File: src/design/utf8sd_pkg.sv
// Shared types and constants for the UTF-8 stream decoder.
// No dependencies; imported by every module of the block.
package utf8sd_pkg;

  localparam int unsigned CP_W = 21;

  localparam logic [CP_W-1:0] REPLACEMENT_CP = 21'h00FFFD;

  // Sequence lengths held in seq_length
  localparam logic [2:0] SEQ_NONE = 3'd0;
  localparam logic [2:0] SEQ_TWO  = 3'd2;
  localparam logic [2:0] SEQ_THREE = 3'd3;
  localparam logic [2:0] SEQ_FOUR = 3'd4;

  // Results caused by one byte: rep_cnt replacements, then an optional tail.
  typedef struct packed {
    logic [1:0]      rep_cnt;
    logic            has_tail;
    logic [CP_W-1:0] tail;
  } job_t;

endpackage

File: src/design/utf8sd_decode.sv
// Sequence state and per-byte decode for the UTF-8 stream decoder.
// Depends on utf8sd_pkg. Produces one job_t per accepted byte.
module utf8sd_decode
  import utf8sd_pkg::*;
(
  input  logic       clk,
  input  logic       rst,
  input  logic       take,
  input  logic [7:0] in_byte,
  output job_t       job,
  output logic       job_nonempty
);

  logic [2:0]      seq_length, seq_length_next;
  logic [1:0]      bytes_held, bytes_held_next;
  logic [CP_W-1:0] partial_code, partial_code_next;

  logic            open_seq;
  logic            is_cont;
  logic [2:0]      held_inc;
  logic [CP_W-1:0] code_shift;

  assign open_seq   = (seq_length != SEQ_NONE);
  assign is_cont    = (in_byte[7:6] == 2'b10);
  assign held_inc   = {1'b0, bytes_held} + 3'd1;
  assign code_shift = {partial_code[CP_W-7:0], in_byte[5:0]};

  always_comb begin
    seq_length_next   = seq_length;
    bytes_held_next   = bytes_held;
    partial_code_next = partial_code;
    job.rep_cnt  = 2'd0;
    job.has_tail = 1'b0;
    job.tail     = REPLACEMENT_CP;

    if (open_seq && is_cont) begin
      if (held_inc >= seq_length) begin
        job.has_tail      = 1'b1;
        job.tail          = code_shift;
        seq_length_next   = SEQ_NONE;
        bytes_held_next   = 2'd0;
        partial_code_next = '0;
      end else begin
        bytes_held_next   = held_inc[1:0];
        partial_code_next = code_shift;
      end
    end else begin
      // a broken sequence flushes one replacement per held byte
      job.rep_cnt       = open_seq ? bytes_held : 2'd0;
      seq_length_next   = SEQ_NONE;
      bytes_held_next   = 2'd0;
      partial_code_next = '0;
      if (in_byte == 8'h00) begin
        job.has_tail = 1'b0;
      end else if (in_byte[7] == 1'b0) begin
        job.has_tail = 1'b1;
        job.tail     = {{(CP_W-8){1'b0}}, in_byte};
      end else if (in_byte[7:5] == 3'b110) begin
        seq_length_next   = SEQ_TWO;
        bytes_held_next   = 2'd1;
        partial_code_next = {{(CP_W-5){1'b0}}, in_byte[4:0]};
      end else if (in_byte[7:4] == 4'b1110) begin
        seq_length_next   = SEQ_THREE;
        bytes_held_next   = 2'd1;
        partial_code_next = {{(CP_W-4){1'b0}}, in_byte[3:0]};
      end else if (in_byte[7:3] == 5'b11110) begin
        seq_length_next   = SEQ_FOUR;
        bytes_held_next   = 2'd1;
        partial_code_next = {{(CP_W-3){1'b0}}, in_byte[2:0]};
      end else begin
        job.has_tail = 1'b1;
        job.tail     = REPLACEMENT_CP;
      end
    end
  end

  assign job_nonempty = job.has_tail || (job.rep_cnt != 2'd0);

  always_ff @(posedge clk) begin
    if (rst) begin
      seq_length   <= SEQ_NONE;
      bytes_held   <= 2'd0;
      partial_code <= '0;
    end else if (take) begin
      seq_length   <= seq_length_next;
      bytes_held   <= bytes_held_next;
      partial_code <= partial_code_next;
    end
  end

endmodule

File: src/design/utf8sd_seq.sv
// Two-slot result queue that expands each job into code point results.
// Depends on utf8sd_pkg. Input ready comes straight from a register.
module utf8sd_seq
  import utf8sd_pkg::*;
(
  input  logic            clk,
  input  logic            rst,
  input  logic            push,
  input  job_t            push_job,
  output logic            space,
  output logic            out_valid,
  input  logic            out_ready,
  output logic [CP_W-1:0] code_point,
  output logic            last_of_run
);

  logic cur_valid, pend_valid;
  job_t cur, pend;
  logic fire, fire_last, cur_free;

  assign out_valid   = cur_valid;
  assign code_point  = (cur.rep_cnt != 2'd0) ? REPLACEMENT_CP : cur.tail;
  assign last_of_run = (cur.rep_cnt == 2'd0) ||
                       ((cur.rep_cnt == 2'd1) && !cur.has_tail);
  assign fire        = cur_valid && out_ready;
  assign fire_last   = fire && last_of_run;
  assign cur_free    = !cur_valid || fire_last;
  assign space       = !pend_valid;

  always_ff @(posedge clk) begin
    if (rst) begin
      cur_valid  <= 1'b0;
      pend_valid <= 1'b0;
    end else if (cur_free) begin
      if (pend_valid) begin
        cur_valid  <= 1'b1;
        pend_valid <= 1'b0;
      end else begin
        cur_valid <= push;
      end
    end else if (push) begin
      pend_valid <= 1'b1;
    end
  end

  always_ff @(posedge clk) begin
    if (cur_free) begin
      if (pend_valid) begin
        cur <= pend;
      end else if (push) begin
        cur <= push_job;
      end
    end else begin
      if (fire) begin
        cur.rep_cnt <= cur.rep_cnt - 2'd1;
      end
      if (push) begin
        pend <= push_job;
      end
    end
  end

endmodule

File: src/design/utf8_stream_decoder.sv
// Lenient UTF-8 decoder: one text byte in per request, zero to four code points
// out, one per ready cycle. A byte is taken every cycle while the output keeps
// up; only error flushes (up to three replacements plus one more result for the
// breaking byte) occupy the output for extra cycles, and a two-slot result
// queue keeps input ready registered. No overlong, surrogate or range checks;
// broken sequences give one U+FFFD per held byte, byte 0 ends the text.
// Depends on utf8sd_pkg, utf8sd_decode and utf8sd_seq.
module utf8_stream_decoder
  import utf8sd_pkg::*;
(
  input  logic            clk,
  input  logic            rst,
  input  logic            in_valid,
  output logic            in_ready,
  input  logic [7:0]      in_byte,
  output logic            out_valid,
  input  logic            out_ready,
  output logic [CP_W-1:0] code_point,
  output logic            last_of_run
);

  logic take;
  job_t job;
  logic job_nonempty;

  assign take = in_valid && in_ready;

  utf8sd_decode u_decode (
    .clk          (clk),
    .rst          (rst),
    .take         (take),
    .in_byte      (in_byte),
    .job          (job),
    .job_nonempty (job_nonempty)
  );

  utf8sd_seq u_seq (
    .clk         (clk),
    .rst         (rst),
    .push        (take && job_nonempty),
    .push_job    (job),
    .space       (in_ready),
    .out_valid   (out_valid),
    .out_ready   (out_ready),
    .code_point  (code_point),
    .last_of_run (last_of_run)
  );

endmodule

File: config.mk
export PLATFORM = sky130hd
export DESIGN_NAME = utf8_stream_decoder
export DESIGN_NICKNAME = d
export VERILOG_FILES = /design/src/design/utf8sd_pkg.sv /design/src/design/utf8sd_decode.sv /design/src/design/utf8sd_seq.sv /design/src/design/utf8_stream_decoder.sv
export SDC_FILE = /design/constraint.sdc
export NUM_CORES = 1
export LEC_CHECK = 0
export BUFFER_PORTS_ARGS = -buffer_cell sky130_fd_sc_hd__buf_2
export CAP_MARGIN = 40
export CORE_MARGIN = 5
export CORE_UTILIZATION = 45
export DETAILED_ROUTE_END_ITERATION = 10
export GPL_TIMING_DRIVEN = 0
export HOLD_SLACK_MARGIN = 0.06
export PLACE_DENSITY_LB_ADDON = 0.08
export SLEW_MARGIN = 10
export SYNTH_ARGS = -nofsm -noshare
export SYNTH_HDL_FRONTEND = slang
export SYNTH_SLANG_ARGS = --single-unit
File: constraint.sdc
create_clock -name clk -period 4.85 [get_ports clk]
set_input_delay 0 -clock clk [delete_from_list [all_inputs] [get_ports clk]]
set_output_delay 0 -clock clk [all_outputs]
set_load 0.1 [all_outputs]
Word-level counts from Yosys, hierarchy flattened
Index checks and enable logic that the tools add are counted.
{"block": "classes", "n_lt_le_gt_ge": 1, "n_reduce_logical": 24, "mux": 37, "add_sub_neg": 2, "bitwise_logic": 1, "eq_ne": 7}
{"cell": "$mux W22", "count": 6}
{"cell": "$mux W15", "count": 5}
{"cell": "$mux W24", "count": 2}
{"cell": "$mux W21", "count": 2}
{"cell": "$mux W3", "count": 8}
{"cell": "$mux W2", "count": 10}
{"cell": "$logic_not A8 Y1", "count": 1}
{"cell": "$reduce_and A2 Y1", "count": 4}
{"cell": "$reduce_bool A2 Y1", "count": 4}
{"cell": "$logic_and A1 B1 Y1", "count": 6}
{"cell": "$eq A5 B5 Y1 const B", "count": 1}
{"cell": "$eq A4 B4 Y1 const B", "count": 1}
{"cell": "$mux W4", "count": 1}
{"cell": "$add A2 B1 Y3 const B", "count": 1}
{"cell": "$eq A3 B3 Y1 const B", "count": 1}
{"cell": "$ge A3 B3 Y1", "count": 1}
{"cell": "$logic_not A1 Y1", "count": 3}
{"cell": "$logic_or A1 B1 Y1", "count": 3}
{"cell": "$mux W1", "count": 3}
{"cell": "$ne A3 B1 Y1 const B", "count": 1}
{"cell": "$reduce_bool A3 Y1", "count": 1}
{"cell": "$eq A2 B1 Y1 const B", "count": 1}
{"cell": "$eq A2 B2 Y1 const B", "count": 1}
{"cell": "$logic_not A2 Y1", "count": 1}
{"cell": "4 further kinds", "count": 4}
{"block": "word_totals", "in_bits": 12, "register_bits": 70, "output_inout_bits": 24, "word_cells": 83}

Depth between registers and ports, before layout
{"block": "logic_depth", "ltp_word": 12, "ltp_mapped": 8}

Hierarchy
A second synthesis with hierarchy kept.
{"block": "unflattened", "hier_cells": 259, "area_unflattened_um2": 3245.6}
{"mod": "utf8sd_seq", "instances": 1, "seq_area_each_um2": 1481.4, "cells_per_inst": 120, "area_each_um2": 2059.5}
{"mod": "utf8sd_decode", "instances": 1, "seq_area_each_um2": 400.4, "cells_per_inst": 137, "area_each_um2": 1173.6}
{"mod": "utf8_stream_decoder", "instances": 1, "seq_area_each_um2": 0.0, "cells_per_inst": 2, "area_each_um2": 12.5}

Worst setup path after synthesis
No wires, ideal clock.
{"block": "synth_path", "path_kind": "register to register", "startpoint": "register u_decode.bytes_held[0]", "endpoint": "register u_seq.pend[0] (netlist name), enable pin", "slack_ns": 0.963, "arrival_ns": 3.447, "period_less_slack_ns": 3.887, "required_time_ns": 4.410, "setup_ns": 0.440, "path_stages_with_launch": 8, "path_buffers": 1, "path_cell_list": "dfxtp_1 -> ha_1 -> ha_1 -> nand2_1 -> o21ai_1 -> clkbuf_1 -> a211o_1 -> nor3b_1"}
{"block": "synth_between", "elab_chain_len": 7, "word_cells_on_any_way": 10, "classes_between": "add/sub: 1; order compare: 1; mux: 4; reduce/logical: 4"}
{"item": "from (decl)", "line_no": "utf8sd_decode.sv:15", "rtl": "logic [1:0] bytes_held, bytes_held_next;"}
{"item": "from (signal assigned)", "line_no": "utf8sd_decode.sv:86", "rtl": "bytes_held <= bytes_held_next;"}
{"item": "$add A2 B1 Y3", "line_no": "utf8sd_decode.sv:25", "rtl": "assign held_inc = {1'b0, bytes_held} + 3'd1;"}
{"item": "$ge A3 B3 Y1", "line_no": "utf8sd_decode.sv:37", "rtl": "if (held_inc >= seq_length) begin"}
{"item": "$mux W22", "line_no": "utf8sd_decode.sv:37"}
{"item": "$mux W22", "line_no": "utf8sd_decode.sv:36", "rtl": "if (open_seq && is_cont) begin"}
{"item": "$logic_or A1 B1 Y1 (*)", "line_no": "utf8sd_decode.sv:77", "rtl": "assign job_nonempty = job.has_tail || (job.rep_cnt != 2'd0);"}
{"item": "$logic_and A1 B1 Y1 (*)", "line_no": "utf8_stream_decoder.sv:40", "rtl": ".push (take && job_nonempty),"}
{"item": "$reduce_and A2 Y1 (no line) (*)"}
{"item": "to (signal assigned)", "line_no": "utf8sd_seq.sv:58", "rtl": "pend <= push_job;"}
{"item": "to (decl)", "line_no": "utf8sd_seq.sv:18", "rtl": "job_t cur, pend;"}
Every way passes the cells marked *; elsewhere a longest branch is shown, timed or not.
A chain may end at the register's enable or synchronous reset.

Worst setup path in the final report
{"block": "layout_path", "startpoint": "register u_decode.bytes_held[0]", "endpoint": "register u_seq.cur[6] (netlist name), enable pin"}
{"block": "layout_between", "elab_chain_len": 8, "word_cells_on_any_way": 11, "classes_between": "add/sub: 1; order compare: 1; mux: 4; reduce/logical: 5"}
{"item": "$add A2 B1 Y3", "line_no": "utf8sd_decode.sv:25"}
{"item": "$ge A3 B3 Y1", "line_no": "utf8sd_decode.sv:37"}
{"item": "$mux W22", "line_no": "utf8sd_decode.sv:37"}
{"item": "$mux W22", "line_no": "utf8sd_decode.sv:36"}
{"item": "$logic_or A1 B1 Y1 (*)", "line_no": "utf8sd_decode.sv:77"}
{"item": "$logic_and A1 B1 Y1 (*)", "line_no": "utf8_stream_decoder.sv:40"}
{"item": "$reduce_bool A2 Y1 (no line) (*)"}
{"item": "$reduce_and A2 Y1 (no line) (*)"}
{"item": "to (signal assigned)", "line_no": "utf8sd_seq.sv:49", "rtl": "cur <= pend;"}
{"item": "to (signal assigned)", "line_no": "utf8sd_seq.sv:51", "rtl": "cur <= push_job;"}
{"item": "to (decl)", "line_no": "utf8sd_seq.sv:18"}
Marked as above.

==> results.md <==
* Outcome: complete, no violations
* CP startpoint: u_decode.bytes_held[0]$_SDFFE_PP0P_
* Number of iterations in the first detailed-routing pass at 5
* Most numerous cell in the Yosys netlist: edfxtp_1
* Total track usage at 0.147
* Total power draw at between 1 and 1.5 mW
* Layout cells sized above 1 at 0.274
* Clk_lat worst skew at about 0.34 ns
* Post-synth top cells: edfxtp_1 (48), dfxtp_1 (22), mux2_2 (22)
* CP endpoint kind: flop
* CTS Buf Count at 9
* Switching Power at around 0.5 mW
* Worst-margin pin slew at approximately 0.6 ns
* Kind of critical path: reg -> reg
* Gate power share at 0.232
* Setup bufs post-CTS at 0
* CTS clk-pin slew, worst paths at roughly 0.07 ns
* Io pins at 36
* Via count at between 2000 and 2500
* RSZ-0062 raised after global routing: no
* VDD IR max at between 0.00015 and 0.0002 V
* Root Buffer Master: clkbuf_8
* Diode count at 0
* Avg WL per Cell at approximately 15 um
* Post-synth top area share at 0.458
* Vias in the first global route at about 2000
* Std cell rows at 30
* Die ar. at about 0.0088 mm2
* Leading area contributor after synthesis: edfxtp_1
* # clock sinks at 70
* Gate Count Post-Synth at 263
* Htree depth at 3
* First-pass GRT wire length at between 9 and 10 mm
* Rel. slew slack at 0.608
* Switch share at 0.337
* Grt ovf at 0
* Final Slew Violations at 0
* Nets@finish at between 300 and 400
* Pint at roughly 0.98 mW
* Top_reg_cell synth: edfxtp_1
* Multi-input gate area at 0.00118 mm2
* Hold Slack at around 0.099 ns
* Fmax at about 340 MHz
* CP required at 4.90 ns
* Largest net degree at the start of global routing at 17
* Yosys warnings at 0
* Core area at just under 0.007 mm2
* Period utilization at 0.603
* DP Cell Count at ~400
* Die width at between 90 and 100 um
* Final min period at around 3 ns
* Fraction of registers with async set/reset at 0
* Post-cts gate resize count at 0
* FF+latch area at 0.00188 mm2
* Routed Antenna Nets at 0
* PortBufs at 34
* Yosys cell types at about 40
* Min-delay src: rst
* Post-Syn Area per Cell at around 12 um2
* Largest cells by area after synthesis: edfxtp_1 (46%), dfxtp_1 (14%), mux2_2 (7.9%)
* Hold Vio Cnt, Final at 0
* Leak at between 1 and 1.5 nW
* TritonCTS clock tree: built
* Mapped cell area at 0.00315 mm2
* DPL Wire Length at roughly 4.6 mm
* Non-filler cells, final at 421
* DRC Markers at 0
* Reg-to-reg slack, setup at 1.93 ns
* Filler cells at between 600 and 700
* Starting density of the core at 0.463
* Final weighted congestion in routability-driven placement at between 0.7 and 0.8
* Crit start category: flop
* Synth Register Bits at 70
* Sequential power share at 0.463
* Worst Skew at approximately 0.0059 ns
* Drt first-iter violations at 117
* Post-synthesis net count at between 200 and 300
* Clock buffer depth at 2
* Seq/Total Area, Yosys at 0.598
* Initial antenna violation count at 0
* R2R Path Start: u_decode.bytes_held[0]$_SDFFE_PP0P_
* Clock share of power at 0.305
* Setup violators final at 0
* Max-Cap Viols at 0
* Hold WC Path Type: in -> reg
* Via density at between 5 and 6
* Sum Neg Setup Slack at 0 ns
* Crit path DAT at 2.97 ns
* Drt total wl at 6.22 mm
* CP Max Fanout at 16
* Power per cell area at a little under 400 mW/mm2
* Number of flops mapped to enable cells by yosys at 48
* Die height at between 90 and 100 um
* Syn-to-layout area delta at 19.2%
==> placed cells by master (no fill, tap or decap), types with 2 or more instances in the layout <==
master         synthesis  routed
a21oi_2                2       3
mux2i_1                4       4
buf_2                  1      35
a22oi_1                8       8
or4_1                  2       2
buf_6                  1       2
ha_1                   6       6
buf_4                  1       3
dfxtp_1               22      22
or2_1                  2       2
and2_1                10      10
clkbuf_8               0       9
nand2_1               20      20
dlygate4sd3_1          0       9
and3_1                 6       6
nor2b_1                4       4
nor2_1                14      14
nor4_1                 4       4
nand2b_1              15      15
o21ai_1                2       2
nor3_1                 4       4
a21oi_1               17      16
mux2_2                22      22
edfxtp_1              48      48
clkinv_2               0       3
inv_1                  8       8
buf_1                  2       2
or2_2                  3       3
nand3_1                4       4
clkbuf_1               7       7
a21o_1                10      10
o21ai_0                2       2
==> repair_timing <==
| item | 4_1_cts | 5_1_grt |
|---|---|---|
| hold buffers | 9 | 0 |
| endpoints found under the setup margin | 0 | 0 |
| endpoints found under the hold margin | 14 | 0 |
==> registers in the layout, summed over array words and instances (netlist names) <==
| name | count |
|---|---|
| u_seq.pend | 24 |
| u_seq.pend_valid | 1 |
| u_decode.partial_code | 15 |
| u_decode.bytes_held | 2 |
| u_decode.seq_length | 3 |
| u_seq.out_valid | 1 |
| u_seq.cur | 24 |
==> layout make-up <==
class                   instances  share of cell area
flip-flops and latches         70               0.502
repair buffers                 46              0.0764
plain buffers                  12              0.0153
well taps                      96              0.0320
clock buffers                   9              0.0330
multi-input cells             172               0.315
inverters                       9             0.00901
clock inverters                 7              0.0173
==> critical path, stage by stage (launching register included) <==
cell,delay [ns]
dfxtp_1,0.43
ha_1,0.28
ha_1,0.28
nand2_1,0.04
o21ai_1,0.26
clkbuf_1,0.39
a211o_1,0.23
a21oi_2,0.09
a21oi_2,0.35
buf_6,0.25
==> power groups by stage <==
stage	clock, mW	combinational [mW]	sequential (mW)
floorplan	0	0.270	0.703
global placement	0	0.334	0.700
detailed placement	0	0.341	0.699
CTS	0.461	0.347	0.686
global route	0.484	0.364	0.688
finish	0.451	0.343	0.685
==> per-stage QoR <==
| stage | worst slack (ns) | cell area (um2) | util |
|---|---|---|---|
| after floorplan | 0.963 | 3150 | - |
| after global placement | -0.183 | 3440 | 0.506 |
| after detailed placement | 1.88 | 3470 | 0.511 |
| after CTS | 1.85 | 3750 | 0.552 |
| after global routing | 1.66 | 3750 | 0.552 |
| final | 1.93 | 3750 | 0.552 |
==> path summary, 6_finish.rpt <==
check                                                              to  depth (start not counted)
worst max-delay path                           u_seq.cur[6]$_DFFE_PP_                          9
worst min-delay path              u_decode.seq_length[1]$_SDFFE_PP0P_                          2
worst max register to register                 u_seq.cur[6]$_DFFE_PP_                          9
worst min register to register  u_decode.partial_code[0]$_SDFFE_PP0P_                          2
==> logic make-up (layout without fill, tap and decap cells) <==
| family | Yosys count | after routing | share of synthesized area |
|---|---|---|---|
| muxes | 26 | 26 | 0.0915 |
| AOI/OAI and AO/OA | 46 | 46 | 0.0958 |
| and+or+nand+nor | 94 | 94 | 0.162 |
| adders and majority gates | 6 | 6 | 0.0239 |
| DFF | 70 | 70 | 0.598 |
| buffers and inverters | 21 | 83 | 0.0290 |
==> layer usage <==
layer  GRT usage  share of wire  up-vias
li1            -              -     1064
met2       0.230           0.46       55
met1       0.198           0.47      993
met4      0.0686          0.015        0
met5           0              0        -
met3      0.0290          0.054       10
(Power assumes the default switching activity.)
